--- src/design/lsac_pkg.sv ---
// ----------------------------------------------------------------------------
// lsac_pkg
// Shared types and constants for the RV64 load/store access classifier.
// ----------------------------------------------------------------------------
package lsac_pkg;

  localparam int unsigned XLEN = 64;

  localparam logic [6:0] OpLoad   = 7'h03;
  localparam logic [6:0] OpStore  = 7'h23;
  localparam logic [6:0] OpSystem = 7'h73;

  localparam logic [1:0] QuadC0 = 2'b00;
  localparam logic [1:0] QuadC2 = 2'b10;

  localparam logic [2:0] CF3Lw = 3'd2;
  localparam logic [2:0] CF3Ld = 3'd3;
  localparam logic [2:0] CF3Sw = 3'd6;
  localparam logic [2:0] CF3Sd = 3'd7;

  localparam logic [4:0] RegSp = 5'd2;

  localparam logic [11:0] CsrCycle    = 12'hc00;
  localparam logic [11:0] CsrTime     = 12'hc01;
  localparam logic [11:0] CsrInstret  = 12'hc02;
  localparam logic [11:0] CsrMcycle   = 12'hb00;
  localparam logic [11:0] CsrMinstret = 12'hb02;

  localparam logic [XLEN-1:0] TimerA0 = 64'h0000_0000_0200_bff8;
  localparam logic [XLEN-1:0] TimerA1 = 64'h0000_0000_0200_bffc;
  localparam logic [XLEN-1:0] TimerB0 = 64'h0000_0000_1000_3000;
  localparam logic [XLEN-1:0] TimerB1 = 64'h0000_0000_1000_3004;
  localparam logic [XLEN-1:0] TimerC0 = 64'h0000_0000_1200_0048;
  localparam logic [XLEN-1:0] TimerC1 = 64'h0000_0000_1200_004c;

  localparam logic [XLEN-1:0] DevALo = 64'h0000_0000_0200_0000;
  localparam logic [XLEN-1:0] DevAHi = 64'h0000_0000_0201_0000;
  localparam logic [XLEN-1:0] DevBLo = 64'h0000_0000_0c00_0000;
  localparam logic [XLEN-1:0] DevBHi = 64'h0000_0000_1000_0000;
  localparam logic [XLEN-1:0] DevCLo = 64'h0000_0000_1000_3000;
  localparam logic [XLEN-1:0] DevCHi = 64'h0000_0000_1000_4000;

  typedef struct packed {
    logic              is_memory;
    logic              is_store;
    logic [4:0]        data_reg;
    logic [4:0]        base_reg;
    logic [3:0]        access_bytes;
    logic signed [11:0] offset;
    logic              counter_csr_read;
  } lsac_dec_t;

  typedef struct packed {
    lsac_dec_t       dec;
    logic [XLEN-1:0] effective_address;
  } lsac_agen_t;

  typedef struct packed {
    lsac_agen_t agen;
    logic       timer_load;
    logic       device_hit;
    logic       misaligned;
  } lsac_res_t;

endpackage

--- src/design/lsac_if.sv ---
// ----------------------------------------------------------------------------
// lsac_if
// Request and result channels of the access classifier (valid/ready).
// ----------------------------------------------------------------------------
interface lsac_req_if;
  logic        valid;
  logic        ready;
  logic [31:0] instruction;
  logic [63:0] base_value;

  modport source (output valid, output instruction, output base_value, input ready);
  modport sink   (input valid, input instruction, input base_value, output ready);
endinterface

interface lsac_rsp_if;
  logic               valid;
  logic               ready;
  logic               is_memory;
  logic               is_store;
  logic [4:0]         data_reg;
  logic [4:0]         base_reg;
  logic [3:0]         access_bytes;
  logic signed [11:0] offset;
  logic [63:0]        effective_address;
  logic               timer_load;
  logic               device_hit;
  logic               misaligned;
  logic               counter_csr_read;

  modport source (
    output valid, output is_memory, output is_store, output data_reg, output base_reg,
    output access_bytes, output offset, output effective_address, output timer_load,
    output device_hit, output misaligned, output counter_csr_read, input ready
  );
  modport sink (
    input valid, input is_memory, input is_store, input data_reg, input base_reg,
    input access_bytes, input offset, input effective_address, input timer_load,
    input device_hit, input misaligned, input counter_csr_read, output ready
  );
endinterface

--- src/design/rv64_load_store_access_classifier.sv ---
// ----------------------------------------------------------------------------
// rv64_load_store_access_classifier
// Classifies RV64 integer load/store requests, including compressed forms.
//
// Usage:
//   in_i  (sink)   : one request per handshake, instruction word plus the
//                    value of the base register it names.
//   out_o (source) : one result per request, in request order.
// Three register stages: decode, address add, region/alignment checks.
// While out_o.ready is high a new request is taken every cycle, so sustained
// throughput is 1 request per cycle, as each stage hands on its contents in
// the cycle that it takes new ones.
// The last stage is the output register.
// Each stage moves on when it is empty or its successor takes its contents,
// so a stall on out_o.ready holds every full stage and the block keeps
// filling empty stages behind it; in_i.ready drops once all three are full.
// Reset clears all stage valid bits; nothing else needs clearing.
// ----------------------------------------------------------------------------
module rv64_load_store_access_classifier (
  input  logic     clk_i,
  input  logic     rst_ni,
  lsac_req_if.sink   in_i,
  lsac_rsp_if.source out_o
);
  import lsac_pkg::*;

  logic        s1_valid, s1_ready;
  lsac_dec_t   s1_dec;
  logic [63:0] s1_base;
  logic        s2_valid, s2_ready;
  lsac_agen_t  s2_agen;
  lsac_res_t   s3_res;

  lsac_decode u_decode (
    .clk_i        (clk_i),
    .rst_ni       (rst_ni),
    .valid_i      (in_i.valid),
    .ready_o      (in_i.ready),
    .instruction_i(in_i.instruction),
    .base_value_i (in_i.base_value),
    .valid_o      (s1_valid),
    .ready_i      (s1_ready),
    .dec_o        (s1_dec),
    .base_value_o (s1_base)
  );

  lsac_agen u_agen (
    .clk_i       (clk_i),
    .rst_ni      (rst_ni),
    .valid_i     (s1_valid),
    .ready_o     (s1_ready),
    .dec_i       (s1_dec),
    .base_value_i(s1_base),
    .valid_o     (s2_valid),
    .ready_i     (s2_ready),
    .agen_o      (s2_agen)
  );

  lsac_classify u_classify (
    .clk_i  (clk_i),
    .rst_ni (rst_ni),
    .valid_i(s2_valid),
    .ready_o(s2_ready),
    .agen_i (s2_agen),
    .valid_o(out_o.valid),
    .ready_i(out_o.ready),
    .res_o  (s3_res)
  );

  assign out_o.is_memory         = s3_res.agen.dec.is_memory;
  assign out_o.is_store          = s3_res.agen.dec.is_store;
  assign out_o.data_reg          = s3_res.agen.dec.data_reg;
  assign out_o.base_reg          = s3_res.agen.dec.base_reg;
  assign out_o.access_bytes      = s3_res.agen.dec.access_bytes;
  assign out_o.offset            = s3_res.agen.dec.offset;
  assign out_o.effective_address = s3_res.agen.effective_address;
  assign out_o.timer_load        = s3_res.timer_load;
  assign out_o.device_hit        = s3_res.device_hit;
  assign out_o.misaligned        = s3_res.misaligned;
  assign out_o.counter_csr_read  = s3_res.agen.dec.counter_csr_read;

  // non-memory results carry a zero address and size
  assert property (@(posedge clk_i) disable iff (!rst_ni)
    (out_o.valid && !out_o.is_memory) |->
      (out_o.effective_address == 64'd0 && out_o.access_bytes == 4'd0 &&
       !out_o.timer_load && !out_o.device_hit && !out_o.misaligned))
    else $error("non-memory result carries access fields");

  assert property (@(posedge clk_i) disable iff (!rst_ni)
    (out_o.valid && out_o.timer_load) |-> (out_o.is_memory && !out_o.is_store))
    else $error("timer flag on a non-load");

  assert property (@(posedge clk_i) disable iff (!rst_ni)
    (out_o.valid && out_o.misaligned) |-> (out_o.is_memory && out_o.access_bytes != 4'd1))
    else $error("byte access flagged misaligned");

  // with the sink ready, an accepted request comes out through the stage registers
  assert property (@(posedge clk_i) disable iff (!rst_ni)
    (in_i.valid && in_i.ready) ##1 out_o.ready ##1 out_o.ready |=> out_o.valid)
    else $error("request lost in pipeline");

endmodule

--- src/design/lsac_decode.sv ---
// ----------------------------------------------------------------------------
// lsac_decode
// Stage 1: decodes 32-bit and compressed integer loads/stores and counter
// CSR reads.
// ----------------------------------------------------------------------------
module lsac_decode (
  input  logic                clk_i,
  input  logic                rst_ni,
  input  logic                valid_i,
  output logic                ready_o,
  input  logic [31:0]         instruction_i,
  input  logic [63:0]         base_value_i,
  output logic                valid_o,
  input  logic                ready_i,
  output lsac_pkg::lsac_dec_t dec_o,
  output logic [63:0]         base_value_o
);
  import lsac_pkg::*;

  logic      valid_q;
  lsac_dec_t dec_d, dec_q;
  logic [63:0] base_q;

  logic [6:0]  op;
  logic [2:0]  f3;
  logic [2:0]  cf3;
  logic [1:0]  quad;
  logic [11:0] imm;
  logic [8:0]  uimm;
  logic        dbl;

  assign op   = instruction_i[6:0];
  assign f3   = instruction_i[14:12];
  assign cf3  = instruction_i[15:13];
  assign quad = instruction_i[1:0];
  assign dbl  = cf3[0];

  always_comb begin
    dec_d = '0;
    imm   = '0;
    uimm  = '0;
    if (quad == 2'b11) begin
      if ((op == OpLoad && f3 != 3'd7) || (op == OpStore && !f3[2])) begin
        dec_d.is_memory    = 1'b1;
        dec_d.is_store     = (op == OpStore);
        dec_d.base_reg     = instruction_i[19:15];
        dec_d.data_reg     = dec_d.is_store ? instruction_i[24:20] : instruction_i[11:7];
        dec_d.access_bytes = 4'(4'd1 << f3[1:0]);
        imm = dec_d.is_store ? {instruction_i[31:25], instruction_i[11:7]}
                             : instruction_i[31:20];
        dec_d.offset = signed'(imm);
      end
    end else begin
      if (quad == QuadC0 && cf3[1]) begin
        // C.LW / C.LD / C.SW / C.SD
        dec_d.is_memory = 1'b1;
        dec_d.is_store  = cf3[2];
        dec_d.data_reg  = {2'b01, instruction_i[4:2]};
        dec_d.base_reg  = {2'b01, instruction_i[9:7]};
        if (dbl) begin
          uimm = {1'b0, instruction_i[6:5], instruction_i[12:10], 3'b000};
        end else begin
          uimm = {2'b00, instruction_i[5], instruction_i[12:10], instruction_i[6], 2'b00};
        end
      end else if (quad == QuadC2 && (cf3 == CF3Lw || cf3 == CF3Ld)
                   && instruction_i[11:7] != 5'd0) begin
        // C.LWSP / C.LDSP
        dec_d.is_memory = 1'b1;
        dec_d.data_reg  = instruction_i[11:7];
        dec_d.base_reg  = RegSp;
        if (dbl) begin
          uimm = {instruction_i[4:2], instruction_i[12], instruction_i[6:5], 3'b000};
        end else begin
          uimm = {1'b0, instruction_i[3:2], instruction_i[12], instruction_i[6:4], 2'b00};
        end
      end else if (quad == QuadC2 && (cf3 == CF3Sw || cf3 == CF3Sd)) begin
        // C.SWSP / C.SDSP, data register reported as zero
        dec_d.is_memory = 1'b1;
        dec_d.is_store  = 1'b1;
        dec_d.base_reg  = RegSp;
        if (dbl) begin
          uimm = {instruction_i[9:7], instruction_i[12:10], 3'b000};
        end else begin
          uimm = {1'b0, instruction_i[8:7], instruction_i[12:9], 2'b00};
        end
      end
      if (dec_d.is_memory) begin
        dec_d.access_bytes = dbl ? 4'd8 : 4'd4;
      end
      dec_d.offset = signed'({3'b000, uimm});
    end

    dec_d.counter_csr_read = (op == OpSystem) && (f3 != 3'd0) &&
      (instruction_i[31:20] inside {CsrCycle, CsrTime, CsrInstret, CsrMcycle, CsrMinstret});
  end

  assign ready_o = !valid_q || ready_i;

  always_ff @(posedge clk_i or negedge rst_ni) begin
    if (!rst_ni) begin
      valid_q <= 1'b0;
    end else if (ready_o) begin
      valid_q <= valid_i;
    end
  end

  always_ff @(posedge clk_i) begin
    if (ready_o && valid_i) begin
      dec_q  <= dec_d;
      base_q <= base_value_i;
    end
  end

  assign valid_o      = valid_q;
  assign dec_o        = dec_q;
  assign base_value_o = base_q;

endmodule

--- src/design/lsac_agen.sv ---
// ----------------------------------------------------------------------------
// lsac_agen
// Stage 2: 64-bit wrapping effective address, base plus sign-extended offset.
// ----------------------------------------------------------------------------
module lsac_agen (
  input  logic                 clk_i,
  input  logic                 rst_ni,
  input  logic                 valid_i,
  output logic                 ready_o,
  input  lsac_pkg::lsac_dec_t  dec_i,
  input  logic [63:0]          base_value_i,
  output logic                 valid_o,
  input  logic                 ready_i,
  output lsac_pkg::lsac_agen_t agen_o
);
  import lsac_pkg::*;

  logic       valid_q;
  lsac_agen_t agen_d, agen_q;

  always_comb begin
    agen_d.dec = dec_i;
    agen_d.effective_address = '0;
    if (dec_i.is_memory) begin
      agen_d.effective_address = base_value_i + XLEN'(dec_i.offset);
    end
  end

  assign ready_o = !valid_q || ready_i;

  always_ff @(posedge clk_i or negedge rst_ni) begin
    if (!rst_ni) begin
      valid_q <= 1'b0;
    end else if (ready_o) begin
      valid_q <= valid_i;
    end
  end

  always_ff @(posedge clk_i) begin
    if (ready_o && valid_i) begin
      agen_q <= agen_d;
    end
  end

  assign valid_o = valid_q;
  assign agen_o  = agen_q;

endmodule

--- src/design/lsac_classify.sv ---
// ----------------------------------------------------------------------------
// lsac_classify
// Stage 3: timer, strict device and alignment checks; holds the result
// register.
// ----------------------------------------------------------------------------
module lsac_classify (
  input  logic                 clk_i,
  input  logic                 rst_ni,
  input  logic                 valid_i,
  output logic                 ready_o,
  input  lsac_pkg::lsac_agen_t agen_i,
  output logic                 valid_o,
  input  logic                 ready_i,
  output lsac_pkg::lsac_res_t  res_o
);
  import lsac_pkg::*;

  logic      valid_q;
  lsac_res_t res_d, res_q;
  logic [XLEN-1:0] ea;
  logic [2:0]      amask;

  assign ea    = agen_i.effective_address;
  assign amask = agen_i.dec.access_bytes[2:0] - 3'd1;

  always_comb begin
    res_d.agen = agen_i;
    res_d.timer_load = agen_i.dec.is_memory && !agen_i.dec.is_store &&
      (ea == TimerA0 || ea == TimerA1 || ea == TimerB0 ||
       ea == TimerB1 || ea == TimerC0 || ea == TimerC1);
    res_d.device_hit = agen_i.dec.is_memory &&
      ((ea >= DevALo && ea < DevAHi) ||
       (ea >= DevBLo && ea < DevBHi) ||
       (ea >= DevCLo && ea < DevCHi));
    res_d.misaligned = agen_i.dec.is_memory && ((ea[2:0] & amask) != 3'd0);
  end

  assign ready_o = !valid_q || ready_i;

  always_ff @(posedge clk_i or negedge rst_ni) begin
    if (!rst_ni) begin
      valid_q <= 1'b0;
    end else if (ready_o) begin
      valid_q <= valid_i;
    end
  end

  always_ff @(posedge clk_i) begin
    if (ready_o && valid_i) begin
      res_q <= res_d;
    end
  end

  assign valid_o = valid_q;
  assign res_o   = res_q;

endmodule

--- src/flat_wrapper.sv ---
// flat-port wrapper written by rule: the top's interface ports become plain ports
module rv64_load_store_access_classifier_flat import lsac_pkg::*;
  (clk_i, rst_ni, in_i_valid, in_i_instruction, in_i_base_value, in_i_ready, out_o_valid, out_o_is_memory, out_o_is_store, out_o_data_reg, out_o_base_reg, out_o_access_bytes, out_o_offset, out_o_effective_address, out_o_timer_load, out_o_device_hit, out_o_misaligned, out_o_counter_csr_read, out_o_ready);
  lsac_req_if in_i_i ();
  lsac_rsp_if out_o_i ();
  input  logic clk_i;
  input  logic rst_ni;
  input wire logic [$bits(in_i_i.valid)-1:0] in_i_valid;
  input wire logic [$bits(in_i_i.instruction)-1:0] in_i_instruction;
  input wire logic [$bits(in_i_i.base_value)-1:0] in_i_base_value;
  output wire logic [$bits(in_i_i.ready)-1:0] in_i_ready;
  output wire logic [$bits(out_o_i.valid)-1:0] out_o_valid;
  output wire logic [$bits(out_o_i.is_memory)-1:0] out_o_is_memory;
  output wire logic [$bits(out_o_i.is_store)-1:0] out_o_is_store;
  output wire logic [$bits(out_o_i.data_reg)-1:0] out_o_data_reg;
  output wire logic [$bits(out_o_i.base_reg)-1:0] out_o_base_reg;
  output wire logic [$bits(out_o_i.access_bytes)-1:0] out_o_access_bytes;
  output wire logic [$bits(out_o_i.offset)-1:0] out_o_offset;
  output wire logic [$bits(out_o_i.effective_address)-1:0] out_o_effective_address;
  output wire logic [$bits(out_o_i.timer_load)-1:0] out_o_timer_load;
  output wire logic [$bits(out_o_i.device_hit)-1:0] out_o_device_hit;
  output wire logic [$bits(out_o_i.misaligned)-1:0] out_o_misaligned;
  output wire logic [$bits(out_o_i.counter_csr_read)-1:0] out_o_counter_csr_read;
  input wire logic [$bits(out_o_i.ready)-1:0] out_o_ready;
  assign in_i_i.valid = in_i_valid;
  assign in_i_i.instruction = in_i_instruction;
  assign in_i_i.base_value = in_i_base_value;
  assign in_i_ready = in_i_i.ready;
  assign out_o_valid = out_o_i.valid;
  assign out_o_is_memory = out_o_i.is_memory;
  assign out_o_is_store = out_o_i.is_store;
  assign out_o_data_reg = out_o_i.data_reg;
  assign out_o_base_reg = out_o_i.base_reg;
  assign out_o_access_bytes = out_o_i.access_bytes;
  assign out_o_offset = out_o_i.offset;
  assign out_o_effective_address = out_o_i.effective_address;
  assign out_o_timer_load = out_o_i.timer_load;
  assign out_o_device_hit = out_o_i.device_hit;
  assign out_o_misaligned = out_o_i.misaligned;
  assign out_o_counter_csr_read = out_o_i.counter_csr_read;
  assign out_o_i.ready = out_o_ready;
  rv64_load_store_access_classifier u_core (.clk_i(clk_i), .rst_ni(rst_ni), .in_i(in_i_i), .out_o(out_o_i));
endmodule
--- config.mk ---
export PLATFORM = sky130hd
export DESIGN_NAME = rv64_load_store_access_classifier_flat
export DESIGN_NICKNAME = d
export VERILOG_FILES = /design/src/design/lsac_pkg.sv /design/src/design/lsac_if.sv /design/src/design/rv64_load_store_access_classifier.sv /design/src/design/lsac_decode.sv /design/src/design/lsac_agen.sv /design/src/design/lsac_classify.sv /design/src/flat_wrapper.sv
export SDC_FILE = /design/constraint.sdc
export NUM_CORES = 1
export LEC_CHECK = 0
export BUFFER_PORTS_ARGS = -buffer_cell sky130_fd_sc_hd__buf_4
export CORE_MARGIN = 2
export CORE_UTILIZATION = 30
export CTS_CLUSTER_SIZE = 8
export DETAILED_ROUTE_END_ITERATION = 10
export GPL_TIMING_DRIVEN = 0
export PLACE_DENSITY = 0.54
export SKIP_CTS_REPAIR_TIMING = 1
export SLEW_MARGIN = 10
export SYNTH_ARGS = -nofsm -noshare
export SYNTH_HDL_FRONTEND = slang
export SYNTH_SLANG_ARGS = --single-unit
--- constraint.sdc ---
create_clock -name clk_i -period 5.95 [get_ports clk_i]
set_clock_uncertainty 0.05 [all_clocks]
set_input_delay 0.2975 -clock clk_i [delete_from_list [all_inputs] [get_ports clk_i]]
set_output_delay 0.2975 -clock clk_i [all_outputs]
set_load 0.05 [all_outputs]
==> insert_results.sql <==
INSERT INTO impl_metrics (metric_group, metric, value, unit) VALUES
('synth', 'syn-cell-area', '13600', 'um^2'),
('timing', 'setup_viol', '0', ''),
('synth', 'synth-adder-area-share', '6.02', '%'),
('grt', 'pin_count_of_the_biggest_net_entering_global_routing', '63', ''),
('worst_setup_path', 'worstRegToRegCells', '11', ''),
('clock_tree', 'cts_buffers', '42', ''),
('synth', 'asr_flop_ratio_synth', '1.05', '%'),
('power', 'pwr-share-clk', '35.8', '%'),
('floorplan', 'die_x', '217', 'um'),
('power', 'intPower', '0.00415', 'W'),
('clock_tree', 'h_tree_levels', '2', ''),
('finish', 'area_growth_syn_to_layout', '31.5', '%'),
('grt', 'grt_antenna_before_repair', '1', ''),
('routing', 'drt_pass1_iterations', '7', ''),
('routing', 'finalWirelength', '37.9', 'mm'),
('timing', 'timing.final.hold_violations', '1', ''),
('synth', 'post_synthesis_xor_xnor_area_fraction', '3.34', '%'),
('routing', 'routed_via_density', '4.80', ''),
('synth', 'yosys-top-cells-area', 'edfxtp_1 62%, ha_1 5.9%, a21oi_1 3.4%', ''),
('timing', 'worstMarginPinSlew', '1.11', 'ns'),
('finish', 'proportion_of_layout_cells_with_a_drive_suffix_above_1', '19.6', '%'),
('grt', 'globalRoute.totalOverflow', '0', ''),
('floorplan', 'die_area', '47200', 'um^2'),
('routing', 'initialDrtViolationCount', '676', ''),
('floorplan', 'core_area', '45100', 'um^2'),
('timing', 'setup_repair_after_global_routing_missed_its_margin', 'false', ''),
('worst_setup_path', 'critPathCapture', 'u_core.u_agen.agen_o[49]', ''),
('status', 'run_status', 'finished, violations left', ''),
('worst_setup_path', 'reg2reg_slack', '1.98', 'ns'),
('grt', 'groute.usage.overall', '15.8', '%'),
('power', 'leakage', '6.92', 'nW'),
('floorplan', 'num_io_pins', '198', ''),
('worst_setup_path', 'critPathLaunchType', 'register', ''),
('synth', 'yosysSeqAreaShare', '62.7', '%'),
('synth', 'synth_seq_cells', '285', ''),
('worst_setup_path', 'critical_path.reg2reg.endpoint', 'u_core.u_agen.agen_o[49]', ''),
('grt', 'grt_first_pass_wirelength', '56.7', 'mm'),
('worst_setup_path', 'worstPathRequired', '6.19', 'ns'),
('finish', 'antenna_cells', '0', ''),
('status', 'failed_checks', 'negative hold slack', ''),
('worst_setup_path', 'crit-reg2reg-launch', 'u_core.u_decode.dec_o[12]', ''),
('synth', 'dominantRegCellSynth', 'edfxtp_1', ''),
('clock_tree', 'ctsLongestPathBuffers', '3', ''),
('worst_setup_path', 'critPathCaptureType', 'register', ''),
('floorplan', 'core.rowCount', '78', ''),
('synth', 'post_synth.cell_area_avg', '12.5', 'um^2'),
('power', 'power_frac_seq', '44.1', '%'),
('worst_setup_path', 'worst_setup_path_startpoint', 'u_core.u_decode.dec_o[12]', ''),
('timing', 'post-route-period-util', '66.7', '%'),
('synth', 'yosysWarningCount', '0', ''),
('timing', 'fin_setup_tns', '0', 'ns'),
('synth', 'synthSimpleGateAreaFrac', '12.5', '%'),
('worst_setup_path', 'worst-endpoint-arrival', '4.21', 'ns'),
('routing', 'wl_cell', '18.7', 'um'),
('worst_setup_path', 'timing.critical_path.fanout_max', '23', ''),
('power', 'share_comb_of_total_power', '20.0', '%'),
('timing', 'timing_max_transition_violations_final', '0', ''),
('clock_tree', 'worstSkewPairLatency', '0.58', 'ns'),
('power', 'switching_share', '29.3', '%'),
('synth', 'synth_mux_area_share', '0.743', '%'),
('floorplan', 'chip_height', '217', 'um'),
('worst_setup_path', 'timing.critical_path.cells', 'buf_8 -> ha_1 -> clkbuf_1 -> nand4_1 -> or3_1 -> nor4_1 -> a21oi_1 -> o41ai_2 -> a21boi_0 -> xor2_1 -> nor2_1', ''),
('synth', 'synth_area_leader_cell', 'edfxtp_1', ''),
('clock_tree', 'clk_pin_slew_worst_paths', '0.05', 'ns'),
('placed_design', 'place.detailed.hpwl', '28.0', 'mm'),
('hold_path', 'holdCritPathClass', 'primary input to register', ''),
('power', 'finalPower', '0.00587', 'W'),
('synth', 'yosys.area.top_type_share', '62.1', '%'),
('timing', 'timing.hold.ws', '-0.00364', 'ns'),
('synth', 'synth_top_family_by_area', 'compound AO/OA/AOI/OAI gates', ''),
('worst_setup_path', 'slowest_delay', '0.64', 'ns');
[worst min-delay path by stage]
stage | start | end | slack [ns] | cells past startpoint
after global routing | in_i_instruction[10] | u_core.u_decode.dec_o[25] | 0.005 | 2
after detailed placement | rst_ni | u_core.u_classify.valid_o | 0.04 | 1
after floorplan | rst_ni | u_core.u_agen.valid_o | -0.05 | 0
after CTS | rst_ni | u_core.u_classify.valid_o | -0.59 | 1
after global placement | rst_ni | u_core.u_classify.valid_o | 0.04 | 1
final | in_i_instruction[25] | u_core.u_decode.dec_o[6] | -0.004 | 3
[power by group through the flow]
stage | clock (W) | sequential, W | combinational, W
after floorplan | 0 | 0.00285 | 0.000505
after global placement | 0 | 0.00266 | 0.00111
after detailed placement | 0 | 0.00263 | 0.00114
after CTS | 0.00218 | 0.00259 | 0.00114
after global routing | 0.00225 | 0.00261 | 0.00128
final | 0.00210 | 0.00259 | 0.00117
[cell type report]
type                       count  area, um^2
inverter                      32         120
timing repair buffer         279        2380
clock buffer                  46        1070
multi-input combinational    740        4830
sequential                   285        8540
fill                        4374       27200
tap                          600         751
clock inverter                 6        88.8
buffer                        38         151
[per-layer routing]
layer	up-vias	wire, um	global-route usage (%)
li1	4798	-	-
met1	4632	17000	20.8
met2	230	18200	26.3
met3	63	1610	2.57
met4	0	1080	6.03
met5	-	0	0
[cells in the mapped netlist, drive strengths merged, types with 4 or more instances]
master,instances
xnor2,29
and3,9
o211ai,5
nor2b,13
a22o,4
o21bai,16
o21ai,49
nand2,88
o31ai,7
inv,32
mux2i,9
nor2,106
o22ai,8
nand3,15
clkbuf,31
nand2b,12
ha,64
buf,7
nor4,16
a21oi,94
a31oi,13
xor2,23
a21boi,8
nor3b,5
or4,4
edfxtp,282
o21a,9
nand4,31
nor3,28
and2,13
a21o,17
[cells in the final DEF, fill, tap and decap left out, types with 4 or more instances in the layout]
| cell | n |
|---|---|
| o31ai_2 | 4 |
| a21boi_0 | 8 |
| clkbuf_16 | 42 |
| xnor2_1 | 29 |
| ha_1 | 64 |
| inv_1 | 32 |
| and2_1 | 9 |
| a22o_1 | 4 |
| and3_1 | 9 |
| xor2_1 | 23 |
| or4_1 | 4 |
| o21ai_0 | 48 |
| nor4_1 | 16 |
| nor2b_1 | 13 |
| nand4_1 | 29 |
| dlygate4sd3_1 | 78 |
| a21oi_1 | 92 |
| nor3_1 | 28 |
| nor2_1 | 106 |
| nand2b_1 | 12 |
| nand3_1 | 15 |
| o22ai_1 | 8 |
| a21o_1 | 17 |
| nand2_1 | 88 |
| a31oi_1 | 11 |
| buf_2 | 7 |
| clkbuf_1 | 35 |
| buf_16 | 4 |
| edfxtp_1 | 282 |
| nor3b_1 | 5 |
| buf_4 | 195 |
| o211ai_1 | 5 |
| o21bai_1 | 16 |
| o21a_1 | 9 |
| mux2i_1 | 9 |
[kinds of logic (layout without fill, tap and decap cells)]
family | count (synthesis) | count (layout)
AO/OA/AOI/OAI | 262 | 262
multiplexers | 10 | 10
buffers and inverters | 70 | 401
adder cells (fa/ha/maj) | 65 | 65
AND/OR/NAND/NOR | 351 | 351
XOR/XNOR | 52 | 52
flip-flops | 285 | 285
[worst max-delay path, delay by kind of cell (launching register included)]
family	cells	cell delay, ns
AND/OR/NAND/NOR	4	0.97
buffers and inverters	2	0.52
AO/OA/AOI/OAI	3	1.13
XOR/XNOR	1	0.19
flip-flops	1	0.52
adder cells (fa/ha/maj)	1	0.28
[registers in the layout (all words and copies together) (netlist names)]
signal,cells
u_core.u_classify.res_o,96
u_core.u_classify.valid_o,1
u_core.u_decode.base_value_o,64
u_core.u_agen.valid_o,1
u_core.u_agen.agen_o,93
u_core.u_decode.valid_o,1
u_core.u_decode.dec_o,29
[per-stage QoR]
step	util [%]	cells	instance area, um^2
final	39.8	2026	17900
after floorplan	-	1095	13600
after global placement	35.2	1890	15800
after global routing	39.8	2026	17900
after detailed placement	35.5	1896	16000
after CTS	38.0	1948	17200
No activity file was read; power rests on OpenSTA's default activity.
